File: config.mk
export PLATFORM = sky130hd
export DESIGN_NAME = spi_master_fifo_controller_flat
export DESIGN_NICKNAME = d
export VERILOG_FILES = /design/src/design/scm_pkg.sv /design/src/design/scm_if.sv /design/src/design/scm_ram.sv /design/src/design/scm_fifo.sv /design/src/design/spi_master_fifo_controller.sv /design/src/flat_wrapper.sv
export SDC_FILE = /design/constraint.sdc
export NUM_CORES = 2
export LEC_CHECK = 0
export ABC_AREA = 1
export BUFFER_PORTS_ARGS = -buffer_cell sky130_fd_sc_hd__clkbuf_2
export CORE_MARGIN = 8
export CORE_UTILIZATION = 45
export CTS_BUF_LIST = sky130_fd_sc_hd__clkbuf_16
export DETAILED_ROUTE_END_ITERATION = 8
export GPL_ROUTABILITY_DRIVEN = 0
export PLACE_DENSITY = 0.63
export REMOVE_ABC_BUFFERS = 1
export SLEW_MARGIN = 20
export SYNTH_ARGS = -nofsm -noshare
export SYNTH_HDL_FRONTEND = slang
export SYNTH_SLANG_ARGS = --single-unit
export TNS_END_PERCENT = 30
File: constraint.sdc
create_clock -name clock -period 4.5 [get_ports clock]
set_input_delay 0.675 -clock clock [delete_from_list [all_inputs] [get_ports clock]]
set_output_delay 0.675 -clock clock [all_outputs]
set_load 0.01 [all_outputs]
File: src/design/scm_pkg.sv
`default_nettype none
package scm_pkg;
   localparam int QUEUE_DEPTH = 64;
   localparam int FIFO_AW = $clog2(QUEUE_DEPTH);
   localparam int FIFO_LW = $clog2(QUEUE_DEPTH + 1);

   typedef logic [FIFO_AW-1:0] fifo_ptr_type;
   typedef logic [FIFO_LW-1:0] fifo_level_type;

   // item opcodes
   localparam logic [1:0] OP_TICK  = 2'd0;
   localparam logic [1:0] OP_READ  = 2'd1;
   localparam logic [1:0] OP_WRITE = 2'd2;

   // register offsets
   localparam logic [9:0] ADDR_GCR  = 10'h004;
   localparam logic [9:0] ADDR_TCR  = 10'h008;
   localparam logic [9:0] ADDR_FCR  = 10'h018;
   localparam logic [9:0] ADDR_FSR  = 10'h01c;
   localparam logic [9:0] ADDR_CCR  = 10'h024;
   localparam logic [9:0] ADDR_BC   = 10'h030;
   localparam logic [9:0] ADDR_TC   = 10'h034;
   localparam logic [9:0] ADDR_TXD  = 10'h200;
   localparam logic [9:0] ADDR_RXD  = 10'h300;
endpackage
`default_nettype wire

File: src/design/scm_if.sv
`default_nettype none
interface scm_req_if;
   logic        valid;
   logic        ready;
   logic [1:0]  op;
   logic [9:0]  address;
   logic [31:0] write_data;
   logic        miso;
   modport source (output valid, op, address, write_data, miso, input ready);
   modport sink (input valid, op, address, write_data, miso, output ready);
endinterface

interface scm_rsp_if;
   logic        valid;
   logic        ready;
   logic [31:0] read_data;
   logic        sclk;
   logic        mosi;
   logic [3:0]  select_lines;
   logic        busy_res;
   modport source (output valid, read_data, sclk, mosi, select_lines, busy_res,
                   input ready);
   modport sink (input valid, read_data, sclk, mosi, select_lines, busy_res,
                 output ready);
endinterface
`default_nettype wire

File: src/design/scm_ram.sv
`default_nettype none
module scm_ram #(
   parameter int WIDTH = 8,
   parameter int DEPTH = 64
) (
   input  wire logic                     clock,
   input  wire logic                     wr_en,
   input  wire logic [$clog2(DEPTH)-1:0] wr_addr,
   input  wire logic [WIDTH-1:0]         wr_data,
   input  wire logic                     rd_en,
   input  wire logic [$clog2(DEPTH)-1:0] rd_addr,
   output logic      [WIDTH-1:0]         rd_data
);
   logic [WIDTH-1:0] mem [DEPTH];

   always_ff @(posedge clock) begin
      if (wr_en) begin
         mem[wr_addr] <= wr_data;
      end
      if (rd_en) begin
         rd_data <= mem[rd_addr];
      end
   end
endmodule
`default_nettype wire

File: src/design/scm_fifo.sv
`default_nettype none
module scm_fifo (
   input  wire logic                    clock,
   input  wire logic                    reset,
   input  wire logic                    clear,
   input  wire logic                    push,
   input  wire logic [7:0]              push_data,
   input  wire logic                    pop,
   output scm_pkg::fifo_level_type      level,
   output logic      [7:0]              rd_data
);
   import scm_pkg::*;

   fifo_ptr_type   head_ff, head_in;
   fifo_level_type level_ff, level_in;
   logic [FIFO_AW:0] slot_sum;
   fifo_ptr_type   slot;
   logic           do_push, do_pop;

   assign do_push = push && (level_ff < FIFO_LW'(QUEUE_DEPTH));
   assign do_pop  = pop && (level_ff != '0);
   assign slot_sum = (FIFO_AW+1)'(head_ff) + (FIFO_AW+1)'(level_ff);

   always_comb begin
      // wrap the write slot
      if (slot_sum >= (FIFO_AW+1)'(QUEUE_DEPTH)) begin
         slot = FIFO_AW'(slot_sum - (FIFO_AW+1)'(QUEUE_DEPTH));
      end else begin
         slot = FIFO_AW'(slot_sum);
      end
      head_in  = head_ff;
      level_in = level_ff;
      if (clear) begin
         head_in  = '0;
         level_in = '0;
      end else if (do_push) begin
         level_in = level_ff + 1'b1;
      end else if (do_pop) begin
         head_in  = (head_ff == FIFO_AW'(QUEUE_DEPTH - 1)) ? '0 : head_ff + 1'b1;
         level_in = level_ff - 1'b1;
      end
   end

   always_ff @(posedge clock) begin
      if (reset) begin
         head_ff  <= '0;
         level_ff <= '0;
      end else begin
         head_ff  <= head_in;
         level_ff <= level_in;
      end
   end

   assign level = level_ff;

   scm_ram #(.WIDTH(8), .DEPTH(QUEUE_DEPTH)) u_ram (
      .clock   (clock),
      .wr_en   (do_push && !clear),
      .wr_addr (slot),
      .wr_data (push_data),
      .rd_en   (do_pop && !clear),
      .rd_addr (head_ff),
      .rd_data (rd_data)
   );
endmodule
`default_nettype wire

File: src/design/spi_master_fifo_controller.sv
`default_nettype none
// channel    dir   handshake      word
// req_chan   in    valid/ready    op, address, write_data, miso
// rsp_chan   out   valid/ready    read_data, sclk, mosi, select_lines, busy_res
//
// one word per cycle while rsp ready keeps up; each accepted word gives one response word
// a pop reads the fifo ram at the accept edge, and the data shows together
// with the response word or as the shifter contents
// reset is synchronous, clears all control state and both fifo pointers
// req ready drops only while a response waits and rsp ready is low
module spi_master_fifo_controller (
   input wire logic clock,
   input wire logic reset,
   scm_req_if.sink   req_chan,
   scm_rsp_if.source rsp_chan
);
   import scm_pkg::*;

   logic [31:0] gc_ff, gc_in, tc_ff, tc_in, rd_ff, rd_in;
   logic [12:0] cc_ff, cc_in;
   logic [23:0] burst_ff, burst_in, send_ff, send_in, done_ff, done_in;
   logic [7:0]  shifter_ff, shifter_in, sh_eff, tx_q, rx_q;
   logic [3:0]  bitpos_ff, bitpos_in;
   logic [15:0] timer_ff, timer_in, hp;
   logic        phase_ff, phase_in, latch_ff, latch_in;
   logic        tx_pend_ff, tx_pend_in, rx_pend_ff, rx_pend_in;
   logic        out_valid_ff;
   logic        accept;
   logic        tx_clear, rx_clear, tx_push, tx_pop, rx_push, rx_pop;
   logic [7:0]  rx_push_data;
   fifo_level_type tx_level, rx_level;
   logic        busy, line_lvl, act_low;
   logic [1:0]  sel;

   assign req_chan.ready = !out_valid_ff || rsp_chan.ready;
   assign accept = req_chan.valid && req_chan.ready;

   // shifter waits on the tx ram after a pop
   assign sh_eff = tx_pend_ff ? tx_q : shifter_ff;

   always_comb begin
      gc_in = gc_ff; tc_in = tc_ff; cc_in = cc_ff;
      burst_in = burst_ff; send_in = send_ff; done_in = done_ff;
      shifter_in = sh_eff; bitpos_in = bitpos_ff; timer_in = timer_ff;
      phase_in = phase_ff; latch_in = latch_ff;
      tx_pend_in = 1'b0; rx_pend_in = 1'b0; rd_in = '0;
      tx_clear = 1'b0; rx_clear = 1'b0; tx_push = 1'b0; tx_pop = 1'b0;
      rx_push = 1'b0; rx_pop = 1'b0; rx_push_data = '0;
      hp = cc_ff[12] ? 16'(cc_ff[7:0]) + 16'd1 : 16'd1 << cc_ff[11:8];
      if (accept) begin
         case (req_chan.op)
            OP_TICK: begin
               if (tc_ff[31] && gc_ff[0]) begin
                  timer_in = timer_ff + 16'd1;
                  if (timer_in >= hp) begin
                     timer_in = '0;
                     if (!phase_ff) begin
                        latch_in = req_chan.miso;
                        phase_in = 1'b1;
                     end else begin
                        phase_in = 1'b0;
                        shifter_in = {sh_eff[6:0], latch_ff};
                        bitpos_in = bitpos_ff + 4'd1;
                        if (bitpos_in >= 4'd8) begin
                           rx_push = 1'b1;
                           rx_push_data = shifter_in;
                           done_in = done_ff + 24'd1;
                           bitpos_in = '0;
                           if (done_in >= burst_ff) begin
                              tc_in[31] = 1'b0;
                           end else if (done_in < send_ff) begin
                              tx_pop = 1'b1;
                              tx_pend_in = tx_level != '0;
                              shifter_in = '0;
                           end else begin
                              shifter_in = '0;
                           end
                        end
                     end
                  end
               end
            end
            OP_READ: begin
               case (req_chan.address)
                  ADDR_GCR: rd_in = gc_ff;
                  ADDR_TCR: rd_in = tc_ff;
                  ADDR_FSR: rd_in = {16'(tx_level), 16'(rx_level)};
                  ADDR_CCR: rd_in = 32'(cc_ff);
                  ADDR_BC:  rd_in = 32'(burst_ff);
                  ADDR_TC:  rd_in = 32'(send_ff);
                  ADDR_RXD: begin
                     rx_pop = 1'b1;
                     rx_pend_in = rx_level != '0;
                  end
                  default: rd_in = '0;
               endcase
            end
            OP_WRITE: begin
               case (req_chan.address)
                  ADDR_GCR: begin
                     gc_in = {1'b0, req_chan.write_data[30:0]};
                     if (req_chan.write_data[31]) begin
                        // soft reset: fifos and engine
                        tx_clear = 1'b1; rx_clear = 1'b1;
                        tc_in[31] = 1'b0; done_in = '0; shifter_in = '0;
                        bitpos_in = '0; timer_in = '0; phase_in = 1'b0;
                        latch_in = 1'b0;
                     end
                  end
                  ADDR_TCR: begin
                     tc_in = {tc_ff[31], req_chan.write_data[30:0]};
                     if (!tc_ff[31] && req_chan.write_data[31]) begin
                        done_in = '0; shifter_in = '0; bitpos_in = '0;
                        timer_in = '0; phase_in = 1'b0; latch_in = 1'b0;
                        if (burst_ff != '0) begin
                           tc_in[31] = 1'b1;
                           if (send_ff != '0) begin
                              tx_pop = 1'b1;
                              tx_pend_in = tx_level != '0;
                           end
                        end
                     end
                  end
                  ADDR_FCR: begin
                     rx_clear = req_chan.write_data[15];
                     tx_clear = req_chan.write_data[31];
                  end
                  ADDR_CCR: cc_in = req_chan.write_data[12:0];
                  ADDR_BC:  burst_in = req_chan.write_data[23:0];
                  ADDR_TC:  send_in = req_chan.write_data[23:0];
                  ADDR_TXD: tx_push = 1'b1;
                  default: ;
               endcase
            end
            default: ;
         endcase
      end
   end

   always_ff @(posedge clock) begin
      if (reset) begin
         gc_ff <= '0; tc_ff <= '0; cc_ff <= '0;
         burst_ff <= '0; send_ff <= '0; done_ff <= '0;
         shifter_ff <= '0; bitpos_ff <= '0; timer_ff <= '0;
         phase_ff <= 1'b0; latch_ff <= 1'b0;
         tx_pend_ff <= 1'b0; rx_pend_ff <= 1'b0; rd_ff <= '0;
         out_valid_ff <= 1'b0;
      end else begin
         if (accept) begin
            gc_ff <= gc_in; tc_ff <= tc_in; cc_ff <= cc_in;
            burst_ff <= burst_in; send_ff <= send_in; done_ff <= done_in;
            shifter_ff <= shifter_in; bitpos_ff <= bitpos_in; timer_ff <= timer_in;
            phase_ff <= phase_in; latch_ff <= latch_in;
            tx_pend_ff <= tx_pend_in; rx_pend_ff <= rx_pend_in; rd_ff <= rd_in;
            out_valid_ff <= 1'b1;
         end else if (rsp_chan.ready) begin
            out_valid_ff <= 1'b0;
         end
      end
   end

   scm_fifo u_tx_fifo (
      .clock (clock), .reset (reset), .clear (tx_clear),
      .push (tx_push), .push_data (req_chan.write_data[7:0]),
      .pop (tx_pop), .level (tx_level), .rd_data (tx_q)
   );

   scm_fifo u_rx_fifo (
      .clock (clock), .reset (reset), .clear (rx_clear),
      .push (rx_push), .push_data (rx_push_data),
      .pop (rx_pop), .level (rx_level), .rd_data (rx_q)
   );

   // line levels follow the live state, which holds while a response waits
   assign busy    = tc_ff[31];
   assign act_low = tc_ff[2];
   assign sel     = tc_ff[5:4];
   assign line_lvl = tc_ff[6] ? tc_ff[7] : (busy ? !act_low : act_low);

   always_comb begin
      for (int i = 0; i < 4; i++) begin
         rsp_chan.select_lines[i] = (2'(i) == sel) ? line_lvl : act_low;
      end
   end

   assign rsp_chan.valid     = out_valid_ff;
   assign rsp_chan.read_data = rx_pend_ff ? {24'd0, rx_q} : rd_ff;
   assign rsp_chan.sclk      = busy ? (tc_ff[1] ^ tc_ff[0] ^ phase_ff) : tc_ff[1];
   assign rsp_chan.mosi      = busy & sh_eff[7];
   assign rsp_chan.busy_res  = busy;
endmodule
`default_nettype wire

File: src/flat_wrapper.sv
// flat-port wrapper written by rule: the top's interface ports become plain ports
module spi_master_fifo_controller_flat import scm_pkg::*;
  (clock, reset, req_chan_valid, req_chan_op, req_chan_address, req_chan_write_data, req_chan_miso, req_chan_ready, rsp_chan_valid, rsp_chan_read_data, rsp_chan_sclk, rsp_chan_mosi, rsp_chan_select_lines, rsp_chan_busy_res, rsp_chan_ready);
  scm_req_if req_chan_i ();
  scm_rsp_if rsp_chan_i ();
  input wire logic clock;
  input wire logic reset;
  input wire logic [$bits(req_chan_i.valid)-1:0] req_chan_valid;
  input wire logic [$bits(req_chan_i.op)-1:0] req_chan_op;
  input wire logic [$bits(req_chan_i.address)-1:0] req_chan_address;
  input wire logic [$bits(req_chan_i.write_data)-1:0] req_chan_write_data;
  input wire logic [$bits(req_chan_i.miso)-1:0] req_chan_miso;
  output wire logic [$bits(req_chan_i.ready)-1:0] req_chan_ready;
  output wire logic [$bits(rsp_chan_i.valid)-1:0] rsp_chan_valid;
  output wire logic [$bits(rsp_chan_i.read_data)-1:0] rsp_chan_read_data;
  output wire logic [$bits(rsp_chan_i.sclk)-1:0] rsp_chan_sclk;
  output wire logic [$bits(rsp_chan_i.mosi)-1:0] rsp_chan_mosi;
  output wire logic [$bits(rsp_chan_i.select_lines)-1:0] rsp_chan_select_lines;
  output wire logic [$bits(rsp_chan_i.busy_res)-1:0] rsp_chan_busy_res;
  input wire logic [$bits(rsp_chan_i.ready)-1:0] rsp_chan_ready;
  assign req_chan_i.valid = req_chan_valid;
  assign req_chan_i.op = req_chan_op;
  assign req_chan_i.address = req_chan_address;
  assign req_chan_i.write_data = req_chan_write_data;
  assign req_chan_i.miso = req_chan_miso;
  assign req_chan_ready = req_chan_i.ready;
  assign rsp_chan_valid = rsp_chan_i.valid;
  assign rsp_chan_read_data = rsp_chan_i.read_data;
  assign rsp_chan_sclk = rsp_chan_i.sclk;
  assign rsp_chan_mosi = rsp_chan_i.mosi;
  assign rsp_chan_select_lines = rsp_chan_i.select_lines;
  assign rsp_chan_busy_res = rsp_chan_i.busy_res;
  assign rsp_chan_i.ready = rsp_chan_ready;
  spi_master_fifo_controller u_core (.clock(clock), .reset(reset), .req_chan(req_chan_i), .rsp_chan(rsp_chan_i));
endmodule
# Word-level counts from Yosys, hierarchy flattened
# Memories as Yosys holds them, arrays and structs flattened. A register that Yosys moved wholly into a read port is not among the register bits.
# Index checks and enable logic that the tools add are counted.
# classes
add_sub_neg,14
magnitude_cmp,8
eq_ne,26
shifts,1
n_mux,127
bitwise,5
reduce_logical,42
# ops
operator,count
32-bit one-hot mux with 6 select lines,1
24-bit two-way mux,6
8-bit two-way mux,14
24-bit one-hot mux with 2 select lines,2
16-bit two-way mux,5
1-bit two-way mux,68
32-bit two-way mux,2
16-bit one-hot mux with 2 select lines,2
24-bit nonzero test,2
8-bit one-hot mux with 2 select lines,2
10-bit by 6-bit equality test with 1-bit output (second input constant),3
7-bit two-way mux,4
24-bit by 1-bit adder with 24-bit output (second input constant),1
24-bit greater-or-equal comparator,1
24-bit < comparator,1
4-bit two-way mux,6
6-bit two-way mux,4
10-bit equality test (second input constant),2
10-bit by 5-bit equality test with 1-bit output (second input constant),2
1-bit one-hot mux with 2 select lines,9
16-bit by 1-bit adder with 16-bit output (second input constant),1
16-bit greater-or-equal comparator,1
4-bit one-hot mux with 2 select lines,2
8-bit AND reduction,2
other kinds (38),80
# word_totals
reg_bits,239
ram_bits,1024
input_bits,49
output_inout_bits,41
word_cells,245
n_memories,2
# mem_list
name,depth,word_bits,rd,rd_clocked_by_memory_dff,wr,line_no,source
u_core.u_rx_fifo.u_ram.mem,64,8,1,1,1,scm_ram.sv:14,logic [WIDTH-1:0] mem [DEPTH];
u_core.u_tx_fifo.u_ram.mem,64,8,1,1,1,scm_ram.sv:14,

# Depth between registers and ports, before layout
# logic_depth
depth_word,13
depth_mapped,27
mapped_depth_nobuf,27

# By module
# From an unflattened synthesis, not the netlist that was laid out.
# hier_totals
cells_unflattened,5688
area_unflattened_um2,57038.5
# modules_own_cells
module,n_inst,cells_each,area_each_um2,seq_area_each_um2
scm_ram,2,1822,21371.7,15615.0
spi_master_fifo_controller,1,1740,12027.8,4264.1
scm_fifo,2,152,1133.6,260.2

# Worst setup path before layout
# Ideal clock, no wire load.
# synth_timing
kind,reg2reg
start,reg u_core.timer_ff[0]
end,mem u_core.u_rx_fifo.u_ram.mem[0][0] (data pin)
setup_ns,0.500
arrival_ns,4.294
t_required_ns,4.000
slack_ns,-0.294
path_stages_with_launch,16
n_path_buf,0
period_less_slack_ns,4.794
path_cell_list,dfxtp_1 > ha_1 > nand3_1 > nor3_1 > nand3_1 > nor3b_1 > nand4_1 > xor2_1 > inv_1 > ha_1 > nand2_1 > nor3_1 > nand2_1 > a21oi_2 > nand3_1 > nor2_1
# synth_between
elab_chain_cells,6
# synth_rtl
item,line_no,source
"start, declared",spi_master_fifo_controller.sv:24,"logic [15:0] timer_ff, timer_in, hp;"
"start signal, assigned",spi_master_fifo_controller.sv:152,shifter_ff <= shifter_in; bitpos_ff <= bitpos_in; timer_ff <= timer_in;
16-bit by 1-bit adder with 16-bit output,spi_master_fifo_controller.sv:54,timer_in = timer_ff + 16'd1;
16-bit greater-or-equal comparator,spi_master_fifo_controller.sv:55,if (timer_in >= hp) begin
8-bit two-way mux,spi_master_fifo_controller.sv:55,
8-bit two-way mux,spi_master_fifo_controller.sv:53,if (tc_ff[31] && gc_ff[0]) begin
8-bit two-way mux,spi_master_fifo_controller.sv:51,case (req_chan.op)
8-bit two-way mux,spi_master_fifo_controller.sv:50,if (accept) begin
named net u_core.rx_push_data[0],spi_master_fifo_controller.sv:30,logic [7:0] rx_push_data;
"end, declared",scm_ram.sv:14,
# The timed path passes the listed nets, and every way through them passes these cells.

# Final worst setup path
# layout_timing
start,reg u_core.timer_ff[0]
end,"reg u_core.u_rx_fifo.level_ff[5], in the netlist u_core.u_rx_fifo.level[5]"
# layout_between
elab_chain_cells,8
word_cells_on_any_way,9
classes_between,add/sub (1); order compare (1); mux (5); reduce/logical (2)
# layout_rtl
item,line_no,source
16-bit by 1-bit adder with 16-bit output (*),spi_master_fifo_controller.sv:54,
16-bit greater-or-equal comparator (*),spi_master_fifo_controller.sv:55,
1-bit two-way mux (*),spi_master_fifo_controller.sv:55,
1-bit two-way mux (*),spi_master_fifo_controller.sv:53,
1-bit two-way mux (*),spi_master_fifo_controller.sv:51,
1-bit two-way mux (*),spi_master_fifo_controller.sv:50,
1-bit logical AND (*),scm_fifo.sv:20,assign do_push = push && (level_ff < FIFO_LW'(QUEUE_DEPTH));
7-bit two-way mux / 2-bit nonzero test (equally long branches),-,
"end signal, assigned",scm_fifo.sv:50,level_ff <= level_in;
"end, declared",scm_fifo.sv:15,"fifo_level_type level_ff, level_in;"
# Mark *: on every way between the ends. The rest lies on a longest branch, timed or not.
# A chain may end at the register's enable or synchronous reset.

==> flow_summary.toml <==
[yosys]
synth_area_per_cell_um2 = 10.89
yosysWarningCount = 0
post_synth_mux_area_share_pct = 0.2024
synth_ff_type = "edfxtp_1"
synth-seq-cells = 1279
yosysTopAreaCellShare_pct = 57.42
ys_top_cells_by_area = "edfxtp_1, dfxtp_1, o21ai_0"
ys_types = 60
synth_xor_area_share_pct = 0.9501
synthArstFlopShare_pct = 0
synth_area_mm2 = 0.05439
synth-edff-count = 1040
syn-instance-count = 4996
synth-simple-area-share_pct = 12.31
synth_compound_area_share_pct = 14.17
synth_top_family_by_area = "compound AO/OA/AOI/OAI gates"
synth_seq_area_share_pct = 66.22
synthAdderAreaFrac_pct = 2.195
synth_top_cell_by_area = "edfxtp_1"

[clocking]
clock_path_buffers = 3
numCtsBuffers = 136
clk_pin_slew_worst_paths_ns = 0.06
root_buffer = "clkbuf_16"
cts_sinks = 1279
cts_tree = "built"
clock_latency_ns = 0.75
h-tree-depth = 4

[setup_path]
worstPathArrival_ns = 4.97
cp-end-kind = "flop"
crit_type = "flop to flop"
critPathMaxFanout = 4
crit_path_max_incr_delay_ns = 0.34
crit_family = "simple AND/OR/NAND/NOR gates"
cp-start-kind = "flop"
crit_slowest_cell = "dfxtp_1"
crit_path_frequent_cell = "nand2_1"
crit_buf_inv = 2
worstPathRequired_ns = 5.13

[route]
routed_wl_um = 152300
wl_per_cell_um = 22.12
first_pass_iters = 6
first_iter_violations = 4174
drc = 0
ant_nets = 0
vias = 39570
via_per_inst = 5.748

[global_route]
grt_max_degree = 185
grt_pass1_vias = 37920
busiest_layer = "met2"
antenna_found_initial = 5
grtUsageMet3_pct = 5.226
grt_overflow = 0
grtUsageMet1_pct = 30.14
grt_pass1_wl_um = 227400
grt_usage_pct = 22.17
gr-usage-met2_pct = 34.90

[hold_path]
worstHoldPathType = "primary input to flop"

[die]
die_y_um = 363.7
ios = 90
die_area_mm2 = 0.1322
fp-row-count = 127
coreArea_mm2 = 0.1200
initial_core_util_pct = 45.34
fp.dieW_um = 363.7

[run_status]
status = "completed"

[timing]
rsz0062_at_grt = "yes"
final-hold-violation-count = 0
fin_crit_ns = 4.343
fin_worst_skew_ns = 0.02565
period_share_pct = 96.50
whs_ns = 0.1689
worst_slack_ns = 0.1573
relSlewSlack_pct = 25.53
setup_viol = 0
drv_slew = 0
worst_slew_pin_slew_ns = 1.117
clock.fmax_mhz = 230.3

[finish]
syn_to_final_growth_pct = 14.17
layout-drive-gt1-share_pct = 11.39
nNetsFinal = 5308

[place]
dp_slack_ns = 0.1330
hpwl_um = 95130
port_buffers = 89

[pwr]
total_power_mw = 23.87
powerDensity_mw_per_mm2 = 384.3
p_leak_nw = 23.24
vdd_drop_max_v = 0.0003751

[job]
maxCapViolCount = 0
[worst reg2reg max path: cells and delay by family, from the launching register on]
kind | cells | cell delay, ns
adder cells (fa/ha/maj) | 2 | 0.57
flip-flops | 1 | 0.34
AO/OA/AOI/OAI | 4 | 0.70
AND/OR/NAND/NOR | 15 | 1.96
buffers and inverters | 2 | 0.36
XOR/XNOR | 2 | 0.29
[kinds of logic (layout without fill, tap and decap cells)]
group,after synthesis,in the layout
AO/OA/AOI/OAI,1359,1359
flip-flops,1279,1279
other,0,3
adder cells (fa/ha/maj),93,93
AND/OR/NAND/NOR,1637,1638
multiplexers,10,10
XOR/XNOR,59,59
buffers and inverters,559,831
[cell type report]
type / instances / area (um^2)
Inverter: 275 / 1046
Sequential cell: 1279 / 36030
Antenna cell: 3 / 7.507
Multi-Input combinational cell: 3159 / 16410
Fill cell: 10470 / 57870
Timing Repair Buffer: 315 / 2335
Clock inverter: 101 / 747.0
Clock buffer: 140 / 3503
Tap cell: 1612 / 2017
[sequential cells by signal, indices dropped and copies added, names as in the netlist, 8 cells and up]
signal	count
u_core.tc_ff	32
u_core.u_tx_fifo.u_ram.rd_data	8
u_core.timer_ff	16
u_core.cc_ff	13
u_core.burst_ff	24
u_core.send_ff	24
u_core.gc_ff	31
u_core.done_ff	24
u_core.u_rx_fifo.u_ram.rd_data	8
u_core.u_rx_fifo.u_ram.mem	512
u_core.rd_ff	32
u_core.u_tx_fifo.u_ram.mem	512
u_core.shifter_ff	8
[power breakdown]
| group | internal (mW) | switching [mW] |
|---|---|---|
| clock | 6.16 | 4.60 |
| sequential | 12.7 | 0.0120 |
| combinational | 0.0901 | 0.305 |
| total | 18.9 | 4.92 |
[per-stage QoR]
stage	cell area [um^2]	std cells	util (%)	setup TNS, ns
floorplan	53270	4712	-	-2067.69
global route	62090	6881	51.75	-2.936
CTS	61940	6875	51.63	0
global placement	57660	6633	48.06	0
finish	62100	6884	51.76	0
detailed placement	57690	6634	48.08	0
[cell usage after synthesis, drive strengths merged, types with 6 or more instances]
cell type and instances:
ha 89, nor2 849, clkbuf 252, a211oi 12, buf 32, xnor2 12, a31oi 8, a221oi 9
mux2 8, a21oi 272, o211ai 31, nand2 523, nor3 32, clkinv 6, edfxtp 1040, nand3 157
or2 7, o21ai 715, inv 269, nor4 9, o221ai 101, a22o 10, o22ai 171, dfxtp 239
nand4 57, xor2 47
[placed cells by master, fill, tap and decap left out, types with 10 or more instances in the layout]
cell          n
a211oi_1     11
a21oi_1     267
a22o_1       10
buf_12       13
buf_4       210
clkbuf_16   140
clkbuf_2     84
clkinv_1     33
clkinv_2     28
dfxtp_1     232
edfxtp_1   1040
ha_1         87
inv_1       284
nand2_1     511
nand3_1     155
nand4_1      56
nor2_1      819
nor2_2       15
nor2_4       15
nor3_1       25
o211ai_1     31
o21ai_0     710
o221ai_1    101
o22ai_1     171
xnor2_1      12
xor2_1       46
[path summary, 6_finish.rpt]
check,depth (start not counted),start,endpoint,slack [ns]
worst max-delay path,25,u_core.timer_ff[0],u_core.u_rx_fifo.level[5],0.16
worst min register to register,2,u_core.rd_ff[18],u_core.rd_ff[18],0.47
worst max register to register,25,u_core.timer_ff[0],u_core.u_rx_fifo.level[5],0.16
worst min-delay path,3,req_chan_write_data[29],u_core.tc_ff[29],0.17
[routing by layer]
layer	vias up	share of wire (%)
li1	18320	-
met1	19270	42
met2	1689	46
met3	295	9.2
met4	4	3.2
met5	-	0.022
[what timing repair did]
item,CTS,global route
gates resized for setup,0,30
buffers inserted,0,4
setup endpoints to repair,0,748
hold buffers,0,0
Power figures use the tool's default switching activity.
